--- src/sv/ksa_pkg.sv ---
// ---------------------------------------------------------------------------
// ksa_pkg: shared types and constants of the kaleidoscope address core
// Widths, pipeline stage map, arctangent table and code names.
// ---------------------------------------------------------------------------
package ksa_pkg;

	localparam int MAX_DIM      = 4096;
	localparam int CORDIC_STEPS = 16;
	localparam int STEP_W       = 5;
	localparam int DIM_W        = 13;
	localparam int CRD_W        = 12;
	localparam int OFS_W        = 26;
	localparam int BPP_W        = 3;
	localparam int SEG_W        = 7;
	localparam int CFG_W        = 13;
	localparam int XY_W         = 32;
	localparam int Z_W          = 34;
	localparam int DIV_BITS     = 31;
	localparam int REM_W        = 7;
	localparam int PROD_W       = 52;

	localparam logic [30:0] KINV      = 31'd652032874;
	localparam logic [31:0] HALF_PI_Z = 32'd1073741824;

	// stage map: index of the pipeline stage whose registers hold a beat
	localparam int ST_VEC_LAST  = CORDIC_STEPS;
	localparam int ST_POLAR     = ST_VEC_LAST + 1;
	localparam int ST_DIV_FIRST = ST_POLAR + 1;
	localparam int ST_DIV_LAST  = ST_POLAR + DIV_BITS;
	localparam int ST_ROT_SET   = ST_DIV_LAST + 1;
	localparam int ST_ROT_LAST  = ST_ROT_SET + CORDIC_STEPS;
	localparam int ST_CLAMP     = ST_ROT_LAST + 1;
	localparam int ST_SPROD     = ST_CLAMP + 1;
	localparam int ST_OUT       = ST_SPROD + 1;

	typedef logic signed [XY_W-1:0] xy_t;
	typedef logic signed [Z_W-1:0]  ang_t;

	typedef enum logic [1:0] {
		CFG_WIDTH  = 2'd0,
		CFG_HEIGHT = 2'd1,
		CFG_BPP    = 2'd2,
		CFG_SEGS   = 2'd3
	} cfg_idx_t;

	typedef enum logic {
		MODE_VECTOR = 1'b0,
		MODE_ROTATE = 1'b1
	} cordic_mode_t;

	// atan(2^-i), pi = 2^31
	function automatic ang_t atan_lut(input logic [STEP_W-1:0] idx);
		ang_t v;
		case (idx)
			5'd0:  v = 34'sd536870912;
			5'd1:  v = 34'sd316933405;
			5'd2:  v = 34'sd167458907;
			5'd3:  v = 34'sd85004756;
			5'd4:  v = 34'sd42667331;
			5'd5:  v = 34'sd21354465;
			5'd6:  v = 34'sd10679838;
			5'd7:  v = 34'sd5340245;
			5'd8:  v = 34'sd2670163;
			5'd9:  v = 34'sd1335086;
			5'd10: v = 34'sd667544;
			5'd11: v = 34'sd333772;
			5'd12: v = 34'sd166886;
			5'd13: v = 34'sd83443;
			5'd14: v = 34'sd41721;
			5'd15: v = 34'sd20860;
			5'd16: v = 34'sd10430;
			5'd17: v = 34'sd5215;
			5'd18: v = 34'sd2607;
			5'd19: v = 34'sd1303;
			5'd20: v = 34'sd651;
			5'd21: v = 34'sd325;
			5'd22: v = 34'sd162;
			5'd23: v = 34'sd81;
			default: v = '0;
		endcase
		return v;
	endfunction

endpackage

--- src/sv/ksa_cordic_cell.sv ---
// ---------------------------------------------------------------------------
// ksa_cordic_cell: one registered CORDIC micro-rotation
// Vectoring steers on the sign of y, rotation on the sign of z.
// ---------------------------------------------------------------------------
module ksa_cordic_cell (
	input  logic                       clk,
	input  logic                       en,
	input  ksa_pkg::cordic_mode_t      mode,
	input  logic [ksa_pkg::STEP_W-1:0] step,
	input  ksa_pkg::xy_t               x_in,
	input  ksa_pkg::xy_t               y_in,
	input  ksa_pkg::ang_t              z_in,
	output ksa_pkg::xy_t               x_out,
	output ksa_pkg::xy_t               y_out,
	output ksa_pkg::ang_t              z_out
);
	import ksa_pkg::*;

	xy_t  xs, ys, x_q, y_q;
	ang_t ang, z_q;
	logic up;

	assign xs  = x_in >>> step;
	assign ys  = y_in >>> step;
	assign ang = atan_lut(step);
	assign up  = (mode == MODE_VECTOR) ? !y_in[XY_W-1] : z_in[Z_W-1];

	always_ff @(posedge clk) begin
		if (en) begin
			if (up) begin
				x_q <= x_in + ys;
				y_q <= y_in - xs;
				z_q <= z_in + ang;
			end else begin
				x_q <= x_in - ys;
				y_q <= y_in + xs;
				z_q <= z_in - ang;
			end
		end
	end

	assign x_out = x_q;
	assign y_out = y_q;
	assign z_out = z_q;
endmodule

--- config.mk ---
export PLATFORM = sky130hd
export DESIGN_NAME = ksa_cordic_cell
export DESIGN_NICKNAME = d
export VERILOG_FILES = /design/src/sv/ksa_pkg.sv /design/src/sv/ksa_cordic_cell.sv
export SDC_FILE = /design/constraint.sdc
export NUM_CORES = 1
export LEC_CHECK = 0
export BUFFER_PORTS_ARGS = -buffer_cell sky130_fd_sc_hd__buf_4
export CAP_MARGIN = 20
export CELL_PAD_IN_SITES_DETAIL_PLACEMENT = 0
export CELL_PAD_IN_SITES_GLOBAL_PLACEMENT = 2
export CORE_ASPECT_RATIO = 0.7
export CORE_MARGIN = 2
export CORE_UTILIZATION = 40
export CTS_CLUSTER_SIZE = 10
export DETAILED_ROUTE_END_ITERATION = 10
export HOLD_SLACK_MARGIN = 0.12
export PLACE_DENSITY_LB_ADDON = 0.1
export SLEW_MARGIN = 10
export SYNTH_ARGS = -nofsm -noshare
export SYNTH_HDL_FRONTEND = slang
export SYNTH_SLANG_ARGS = --single-unit
--- constraint.sdc ---
create_clock -name clk -period 12.7 [get_ports clk]
set_input_delay 0.635 -clock clk [delete_from_list [all_inputs] [get_ports clk]]
set_output_delay 0.635 -clock clk [all_outputs]
set_load 0.01 [all_outputs]
==> out/qor.yml <==
grt_pass1_vias: 13900
outcome: "finished clean"
ctsHoldBuffers: 0
worst_ep_arrival_time_ps: 8110
clk_pin_slew_ps: 90
crit_family: "compound AO/OA/AOI/OAI gates"
die_area_sq_mm: 0.0390
synth_edf_count: 98
synth.avg_cell_area_sq_um: 8.89
nFillCells: 3660
grt_remaining_overflow: 0
synth_flop_cell: "edfxtp_1"
dpl.hpwl_um: 45000
fp.dieW_um: 235
synth.top_cell.area_share: 0.197
synth_cell_types: 92
postRouteAntennaNets: 0
syn-instance-count: 1681
worstSetupEndpointType: "flip-flop"
crit_buf_inv: 2
place_congestion: 1.01
synth_top_area_cell: "edfxtp_1"
finalHoldViolations: 0
drt_wl_total_um: 58400
cts_buffers: 9
period_share: 0.628
grt_max_degree: 66
drtIter0Drc: 1447
maxSlewHeadroom: 0.238
cts_tree: "done"
drc: 0
fin_tns_setup_ps: 0
die_h_um: 166
io_buffer_count: 203
core_sq_mm: 0.0370
instances_no_fill: 2313
h-tree-depth: 3
post_cts_resized: 0
tightest_slew_ps: 1140
ioPinCount: 204
place_ws_ps: 4340
synth_seq_area_share: 0.197
clock_path_buffers: 2
hp-class: "in2reg"
route.vias.total: 14500
synth.most_common_cell: "nand2_1"
critical_path.cell_chain: "buf_6 > buf_4 > mux4_2 > a22oi_1 > o22ai_1 > a221oi_1 > nand3_1 > or2_1 > o31ai_1 > xnor2_1 > ha_1 > or4_1 > a211oi_1 > o31ai_1 > a221o_1 > a2111oi_0 > nor3_1 > nor3_1 > o21a_1 > o311ai_0"
maxCapViolCount: 0
start_kind: "input pin"
clock-sinks: 98
max_stage_delay_ps: 920
period_minus_slack_ps: 7980
dp.cells: 2298
antenna_found_initial: 1
synth_area_sq_mm: 0.0149
crit_fanout: 62
p_leak_nw: 6.89
multi_input_area_sq_mm: 0.0114
powerDensity_mw_per_mm2: 120
grt_pass1_wl_um: 88300
fin_nets: 2034
slowest_stage: "a2111oi_0"
areaGrowthSynthToFinish_pct: 14.1
vias_per_cell: 6.27
synth_seq_cells: 98
post_cts_buffers: 0
async_flop_share: 0
dr.pass1.iters: 5
finalWorstSetupSlack_ps: 4720
critPathRequiredTime_ps: 12820
ys_top_cells_by_area: "edfxtp_1, mux4_2, ha_1"
ys_top_cells_by_count: "nand2_1, a21oi_1, nor2_1"
peakVddDrop_mv: 0.0637
clock.fmax_ghz: 0.125
seq_area_sq_mm: 0.00294
drive_gt1_frac: 0.209
syn_nets: 1894
criticalPathCategory: "in2reg"
wl_per_cell_um: 25.3
setup_viol_count_final: 0
start_util: 0.404
num_rows: 59
slew_viol_final: 0
grt_usage: 0.296
rsz0062_at_grt: "false"
hold_slack_ps: 550
cts_root_buf: "clkbuf_16"
yosysWarningCount: 0
## path summary, 6_finish.rpt
check,from,to,cells after the start
max,step[0],x_out[28],20
min,z_in[0],z_out[0],2
## cell type report
type	count	share of cell area
Multi-Input combinational cell	1445	0.666
Inverter	45	0.00990
Tap cell	488	0.0358
Clock inverter	5	0.00462
Timing Repair Buffer	222	0.0979
Sequential cell	98	0.173
Antenna cell	1	0.000147
Clock buffer	9	0.0132
## layout by cell type (no fill, tap or decap), types with 17 or more instances in the layout
cell type / count
o21ai_0: 85
xnor2_1: 97
a211oi_1: 24
inv_1: 42
nor3_1: 26
mux2i_1: 43
o31ai_1: 18
a21oi_1: 132
buf_4: 221
nor2b_1: 21
nor2_1: 127
a21o_1: 58
o22ai_1: 17
nand2_1: 155
mux4_2: 77
ha_1: 104
o21a_1: 19
mux2_2: 27
nand2b_1: 29
edfxtp_1: 98
xor2_1: 67
nand3_1: 31
a31oi_1: 21
o211ai_1: 20
and2_1: 17
## power by group
group | switching (mW) | internal, mW | total (mW)
Combinational | 0.680 | 0.530 | 1.21
Clock | 0.144 | 0.171 | 0.315
Sequential | 0.0275 | 0.498 | 0.525
Total | 0.852 | 1.20 | 2.05
## metal layers
metal	GRT usage	wire, um
met5	0.0121	72
met4	0.0804	1310
met3	0.0986	6440
met2	0.409	23500
met1	0.433	27100
## stage by stage
stage	total power [mW]	cell area (sq um)	util
floorplan	1.32	14900	-
global placement	1.73	16800	0.453
detailed placement	1.73	16800	0.453
CTS	2.05	17100	0.461
global route	2.19	17100	0.461
finish	2.05	17100	0.461
## cell families (layout without fill, tap and decap cells)
| group | Yosys count | in the layout | synth area share |
|---|---|---|---|
| muxes | 151 | 151 | 0.168 |
| xor gates and xnor gates | 165 | 165 | 0.0976 |
| other | 0 | 1 | 0 |
| AOI/OAI and AO/OA | 530 | 530 | 0.239 |
| buffers and inverters | 138 | 281 | 0.0443 |
| DFF | 98 | 98 | 0.197 |
| adders and majority gates | 107 | 107 | 0.0911 |
| and+or+nand+nor | 492 | 492 | 0.163 |
## registers in the layout, indices dropped and copies added (netlist names)
name   count
x_out     32
z_out     34
y_out     32
No activity file was read; power rests on OpenSTA's default activity.
