**config.mk**
```make
export PLATFORM = sky130hd
export DESIGN_NAME = ksa_div_cell
export DESIGN_NICKNAME = d
export VERILOG_FILES = /design/src/sv/ksa_pkg.sv /design/src/sv/ksa_div_cell.sv
export SDC_FILE = /design/constraint.sdc
export NUM_CORES = 1
export LEC_CHECK = 0
export ABC_AREA = 1
export BUFFER_PORTS_ARGS = -buffer_cell sky130_fd_sc_hd__buf_4
export CAP_MARGIN = 30
export CORE_AREA = 2 2 81 83
export DETAILED_ROUTE_END_ITERATION = 8
export DIE_AREA = 0 0 83 85
export PLACE_DENSITY = 0.76
export SLEW_MARGIN = 30
export SYNTH_ARGS = -nofsm -noshare
export SYNTH_HDL_FRONTEND = slang
export SYNTH_SLANG_ARGS = --single-unit
```
**constraint.sdc**
```tcl
create_clock -name clk -period 2.2 [get_ports clk]
set_clock_uncertainty 0.1 [all_clocks]
set_input_delay 0.22 -clock clk [delete_from_list [all_inputs] [get_ports clk]]
set_output_delay 0.22 -clock clk [all_outputs]
set_load 0.05 [all_outputs]
```
**src/sv/ksa_pkg.sv**
```systemverilog
// ---------------------------------------------------------------------------
// ksa_pkg: shared types and constants of the kaleidoscope address core
// Widths, pipeline stage map, arctangent table and code names.
// ---------------------------------------------------------------------------
package ksa_pkg;

	localparam int MAX_DIM      = 4096;
	localparam int CORDIC_STEPS = 16;
	localparam int STEP_W       = 5;
	localparam int DIM_W        = 13;
	localparam int CRD_W        = 12;
	localparam int OFS_W        = 26;
	localparam int BPP_W        = 3;
	localparam int SEG_W        = 7;
	localparam int CFG_W        = 13;
	localparam int XY_W         = 32;
	localparam int Z_W          = 34;
	localparam int DIV_BITS     = 31;
	localparam int REM_W        = 7;
	localparam int PROD_W       = 52;

	localparam logic [30:0] KINV      = 31'd652032874;
	localparam logic [31:0] HALF_PI_Z = 32'd1073741824;

	// stage map: index of the pipeline stage whose registers hold a beat
	localparam int ST_VEC_LAST  = CORDIC_STEPS;
	localparam int ST_POLAR     = ST_VEC_LAST + 1;
	localparam int ST_DIV_FIRST = ST_POLAR + 1;
	localparam int ST_DIV_LAST  = ST_POLAR + DIV_BITS;
	localparam int ST_ROT_SET   = ST_DIV_LAST + 1;
	localparam int ST_ROT_LAST  = ST_ROT_SET + CORDIC_STEPS;
	localparam int ST_CLAMP     = ST_ROT_LAST + 1;
	localparam int ST_SPROD     = ST_CLAMP + 1;
	localparam int ST_OUT       = ST_SPROD + 1;

	typedef logic signed [XY_W-1:0] xy_t;
	typedef logic signed [Z_W-1:0]  ang_t;

	typedef enum logic [1:0] {
		CFG_WIDTH  = 2'd0,
		CFG_HEIGHT = 2'd1,
		CFG_BPP    = 2'd2,
		CFG_SEGS   = 2'd3
	} cfg_idx_t;

	typedef enum logic {
		MODE_VECTOR = 1'b0,
		MODE_ROTATE = 1'b1
	} cordic_mode_t;

	// atan(2^-i), pi = 2^31
	function automatic ang_t atan_lut(input logic [STEP_W-1:0] idx);
		ang_t v;
		case (idx)
			5'd0:  v = 34'sd536870912;
			5'd1:  v = 34'sd316933405;
			5'd2:  v = 34'sd167458907;
			5'd3:  v = 34'sd85004756;
			5'd4:  v = 34'sd42667331;
			5'd5:  v = 34'sd21354465;
			5'd6:  v = 34'sd10679838;
			5'd7:  v = 34'sd5340245;
			5'd8:  v = 34'sd2670163;
			5'd9:  v = 34'sd1335086;
			5'd10: v = 34'sd667544;
			5'd11: v = 34'sd333772;
			5'd12: v = 34'sd166886;
			5'd13: v = 34'sd83443;
			5'd14: v = 34'sd41721;
			5'd15: v = 34'sd20860;
			5'd16: v = 34'sd10430;
			5'd17: v = 34'sd5215;
			5'd18: v = 34'sd2607;
			5'd19: v = 34'sd1303;
			5'd20: v = 34'sd651;
			5'd21: v = 34'sd325;
			5'd22: v = 34'sd162;
			5'd23: v = 34'sd81;
			default: v = '0;
		endcase
		return v;
	endfunction

endpackage

```
**src/sv/ksa_div_cell.sv**
```systemverilog
// ---------------------------------------------------------------------------
// ksa_div_cell: one restoring division step
// Bring down the next dividend bit, subtract the divisor where it fits.
// ---------------------------------------------------------------------------
module ksa_div_cell (
	input  logic                         clk,
	input  logic                         en,
	input  logic [ksa_pkg::SEG_W-1:0]    divisor,
	input  logic [ksa_pkg::REM_W-1:0]    rem_in,
	input  logic [ksa_pkg::DIV_BITS-1:0] num_in,
	input  logic [ksa_pkg::DIV_BITS-1:0] quo_in,
	output logic [ksa_pkg::REM_W-1:0]    rem_out,
	output logic [ksa_pkg::DIV_BITS-1:0] num_out,
	output logic [ksa_pkg::DIV_BITS-1:0] quo_out
);
	import ksa_pkg::*;

	logic [REM_W:0]    trial, diff;
	logic              fits;
	logic [REM_W-1:0]  rem_q;
	logic [DIV_BITS-1:0] num_q, quo_q;

	assign trial = {rem_in, num_in[DIV_BITS-1]};
	assign fits  = trial >= {1'b0, divisor};
	assign diff  = trial - {1'b0, divisor};

	always_ff @(posedge clk) begin
		if (en) begin
			rem_q <= fits ? diff[REM_W-1:0] : trial[REM_W-1:0];
			num_q <= {num_in[DIV_BITS-2:0], 1'b0};
			quo_q <= {quo_in[DIV_BITS-2:0], fits};
		end
	end

	assign rem_out = rem_q;
	assign num_out = num_q;
	assign quo_out = quo_q;
endmodule

```
==> flow_summary.ini <==
[logic_synthesis]
postSynth.topFlopCell = sky130_fd_sc_hd__edfxtp_1
synth_top_cells_by_area = sky130_fd_sc_hd__edfxtp_1 80%, sky130_fd_sc_hd__nand2_1 5.3%, sky130_fd_sc_hd__ha_1 3.4%
avg_inst_size_synth_um2 = 15.44
synthesis.area_um2 = 2562
syn-num-nets = 252
synth.ff_latch_count = 68
synth_top_cell_by_area = sky130_fd_sc_hd__edfxtp_1
number_of_warnings_issued_by_yosys = 0
synth-seq-area-share = 0.7969
synth-edff-count = 68
synth_largest_type_area_fraction = 0.7969
synthArstFlopShare = 0
synth_cell_types = 19
synthMostInstantiatedCell = sky130_fd_sc_hd__edfxtp_1
netlist_instances = 166
yosys-top-cells-count = 68 x sky130_fd_sc_hd__edfxtp_1, 36 x sky130_fd_sc_hd__nand2_1, 23 x sky130_fd_sc_hd__inv_1

[timing]
final.period_utilization = 0.7503
grt_setup_unrepaired = no
setup_slack_ns = 0.5494
setup-violations-final = 0
final-max-slew-violation-count = 0
timing.final.hold_violations = 0
fin_setup_tns_ns = 0
finalWorstPathRequiredPeriod_ns = 1.651
max_clock_freq_ghz = 0.6058
whs_ns = 0.1097

[floorplan]
floorplan.die.height_um = 85
die-area_um2 = 7055
pin_count = 147
initial_utilization = 0.4130
floorplan.core_area_um2 = 6205
die_w_um = 83
core.rowCount = 29

[global_route]
wire_length_of_the_first_global_routing_pass_um = 12120
global_route.overflow_total = 0
initial_antenna_violation_count = 0
grt_start_max_net_pins = 38
grt_use_total = 0.2323
first_global_vias = 2127

[cts]
ctsHtreeMaxLevel = 3
cts_buffers = 9
clkTransAtPathRegs_ns = 0.06
cts_tree = built
cts_root_buffer = sky130_fd_sc_hd__clkbuf_8
cts_setup_buffers = 0
clockBufferDepth = 2
clock-sinks = 68

[route]
post-route-drc-count = 0
drtAntennaViolNets = 0
dr.pass1.iters = 4
drt-initial-drc-count = 135
routedWlPerCell_um = 17.90
postRouteWirelength_um = 8251
routed-via-count = 2176
vias_per_cell = 4.720

[hold_path]
holdCritPathClass = input pin to flip-flop

[outcome]
run_status = complete, no violations

[finish]
layout.nets = 467
layout-area-overhead-vs-synth_pct = 76.51
drive_above_1_share = 0.4193
antenna_diode_count = 0

[power_and_ir_drop]
cellLeakagePower_nw = 2.040
vdd_drop_max_v = 0.0004246
p_per_area_nw_per_um2 = 765.8

[setup_path]
worstPathArrival_ns = 1.63
critical_path_class = input pin to flip-flop
crit_required_ns = 2.18
critical_path_peak_fanout = 5
startpoint_type = input pin
crit_path_end_kind = flip-flop

[placement]
dpl_wire_length_um = 4911
io_buffers = 144
routabilityCongestion = 0.9069
pre_cts_slack_ns = 0.2185

[job]
number_of_maximum_capacitance_constraint_violations = 0
-- repair_timing --
action,CTS,global route
hold buffers,60,0
gates resized for setup,0,0
hold endpoints to repair,60,0
endpoints found under the setup margin,0,0
-- critical path: stages --
cell and delay (ns):
sky130_fd_sc_hd__buf_4 0.08, sky130_fd_sc_hd__inv_1 0.05, sky130_fd_sc_hd__ha_1 0.20, sky130_fd_sc_hd__fa_1 0.41, sky130_fd_sc_hd__inv_1 0.10, sky130_fd_sc_hd__nand2_1 0.05, sky130_fd_sc_hd__nand2_1 0.08, sky130_fd_sc_hd__nand2_1 0.08
sky130_fd_sc_hd__o21ai_0 0.08, sky130_fd_sc_hd__nand2_1 0.14, sky130_fd_sc_hd__nand3_1 0.09, sky130_fd_sc_hd__nand2_1 0.05
-- metrics by stage --
| step | total power, mW | utilization | area (µm²) | instances |
|---|---|---|---|---|
| finish | 3.464 | 0.7290 | 4523 | 461 |
| global route | 3.590 | 0.7290 | 4523 | 461 |
| CTS | 3.446 | 0.7290 | 4523 | 461 |
| detailed placement | 2.454 | 0.6048 | 3752 | 387 |
| global placement | 2.436 | 0.6048 | 3752 | 387 |
| floorplan | 2.121 | - | 2562 | 166 |
-- cells in the final DEF (no fill, tap or decap) --
master | Yosys | layout
sky130_fd_sc_hd__buf_12 | 0 | 1
sky130_fd_sc_hd__ha_1 | 7 | 7
sky130_fd_sc_hd__o21ai_0 | 1 | 1
sky130_fd_sc_hd__fa_1 | 1 | 1
sky130_fd_sc_hd__inv_1 | 23 | 23
sky130_fd_sc_hd__clkbuf_1 | 0 | 1
sky130_fd_sc_hd__dlygate4sd3_1 | 0 | 60
sky130_fd_sc_hd__conb_1 | 1 | 1
sky130_fd_sc_hd__clkbuf_8 | 0 | 9
sky130_fd_sc_hd__nor2_1 | 4 | 4
sky130_fd_sc_hd__clkinv_2 | 0 | 1
sky130_fd_sc_hd__bufinv_16 | 0 | 1
sky130_fd_sc_hd__buf_4 | 1 | 144
sky130_fd_sc_hd__nor2_2 | 1 | 1
sky130_fd_sc_hd__nand2_2 | 1 | 1
sky130_fd_sc_hd__o21ai_1 | 2 | 2
sky130_fd_sc_hd__edfxtp_1 | 68 | 68
sky130_fd_sc_hd__a21oi_1 | 1 | 1
sky130_fd_sc_hd__or2_4 | 1 | 1
sky130_fd_sc_hd__nand3_4 | 1 | 1
sky130_fd_sc_hd__a21oi_4 | 1 | 1
sky130_fd_sc_hd__xnor2_1 | 2 | 2
sky130_fd_sc_hd__nand4_1 | 2 | 2
sky130_fd_sc_hd__nand2_1 | 36 | 36
sky130_fd_sc_hd__clkinv_1 | 0 | 2
sky130_fd_sc_hd__nand3_1 | 12 | 12
-- layout make-up --
class	instances	area, µm²
clock inverters	4	42.54
fillers	374	1682
well taps	77	96.34
multi-input cells	74	426.7
clock buffers	10	127.6
inverters	23	86.33
repair buffers	205	1702
flip-flops and latches	68	2042
-- sequential cells by signal (all words and copies together), names as in the netlist --
signal   cells
num_out     30
rem_out      7
quo_out     31
-- kinds of logic (layout without fill, tap and decap cells) --
kind of cell | count (synthesis) | in the layout | share of synthesized area
AOI/OAI and AO/OA | 5 | 5 | 0.01416
adders and majority gates | 8 | 8 | 0.04199
DFF | 68 | 68 | 0.7969
and+or+nand+nor | 58 | 58 | 0.1021
buffers and inverters | 24 | 242 | 0.03662
xor gates and xnor gates | 2 | 2 | 0.006837
other | 1 | 1 | 0.001463
-- power breakdown --
group | leakage, nW | internal (mW) | switching, mW | total (mW)
registers | 0.665 | 1.56 | 0.0393 | 1.59
logic | 1.29 | 0.343 | 0.598 | 0.941
clock network | 0.0871 | 0.502 | 0.426 | 0.928
-- per-layer routing --
metal,global-route usage,up-vias,part of all wire
met4,0.1133,0,0.027
met1,0.2694,1038,0.39
met5,0,-,0
li1,-,1003,-
met3,0.06226,19,0.069
met2,0.4018,116,0.51
-- path summary, 6_finish.rpt --
check / start / slack (ns) / endpoint / cells past startpoint
max: num_in[30] / 0.55 / rem_out[3]$_DFFE_PP_ / 12
min: rem_in[3] / 0.11 / rem_out[4]$_DFFE_PP_ / 3
Power figures use the tool's default switching activity.
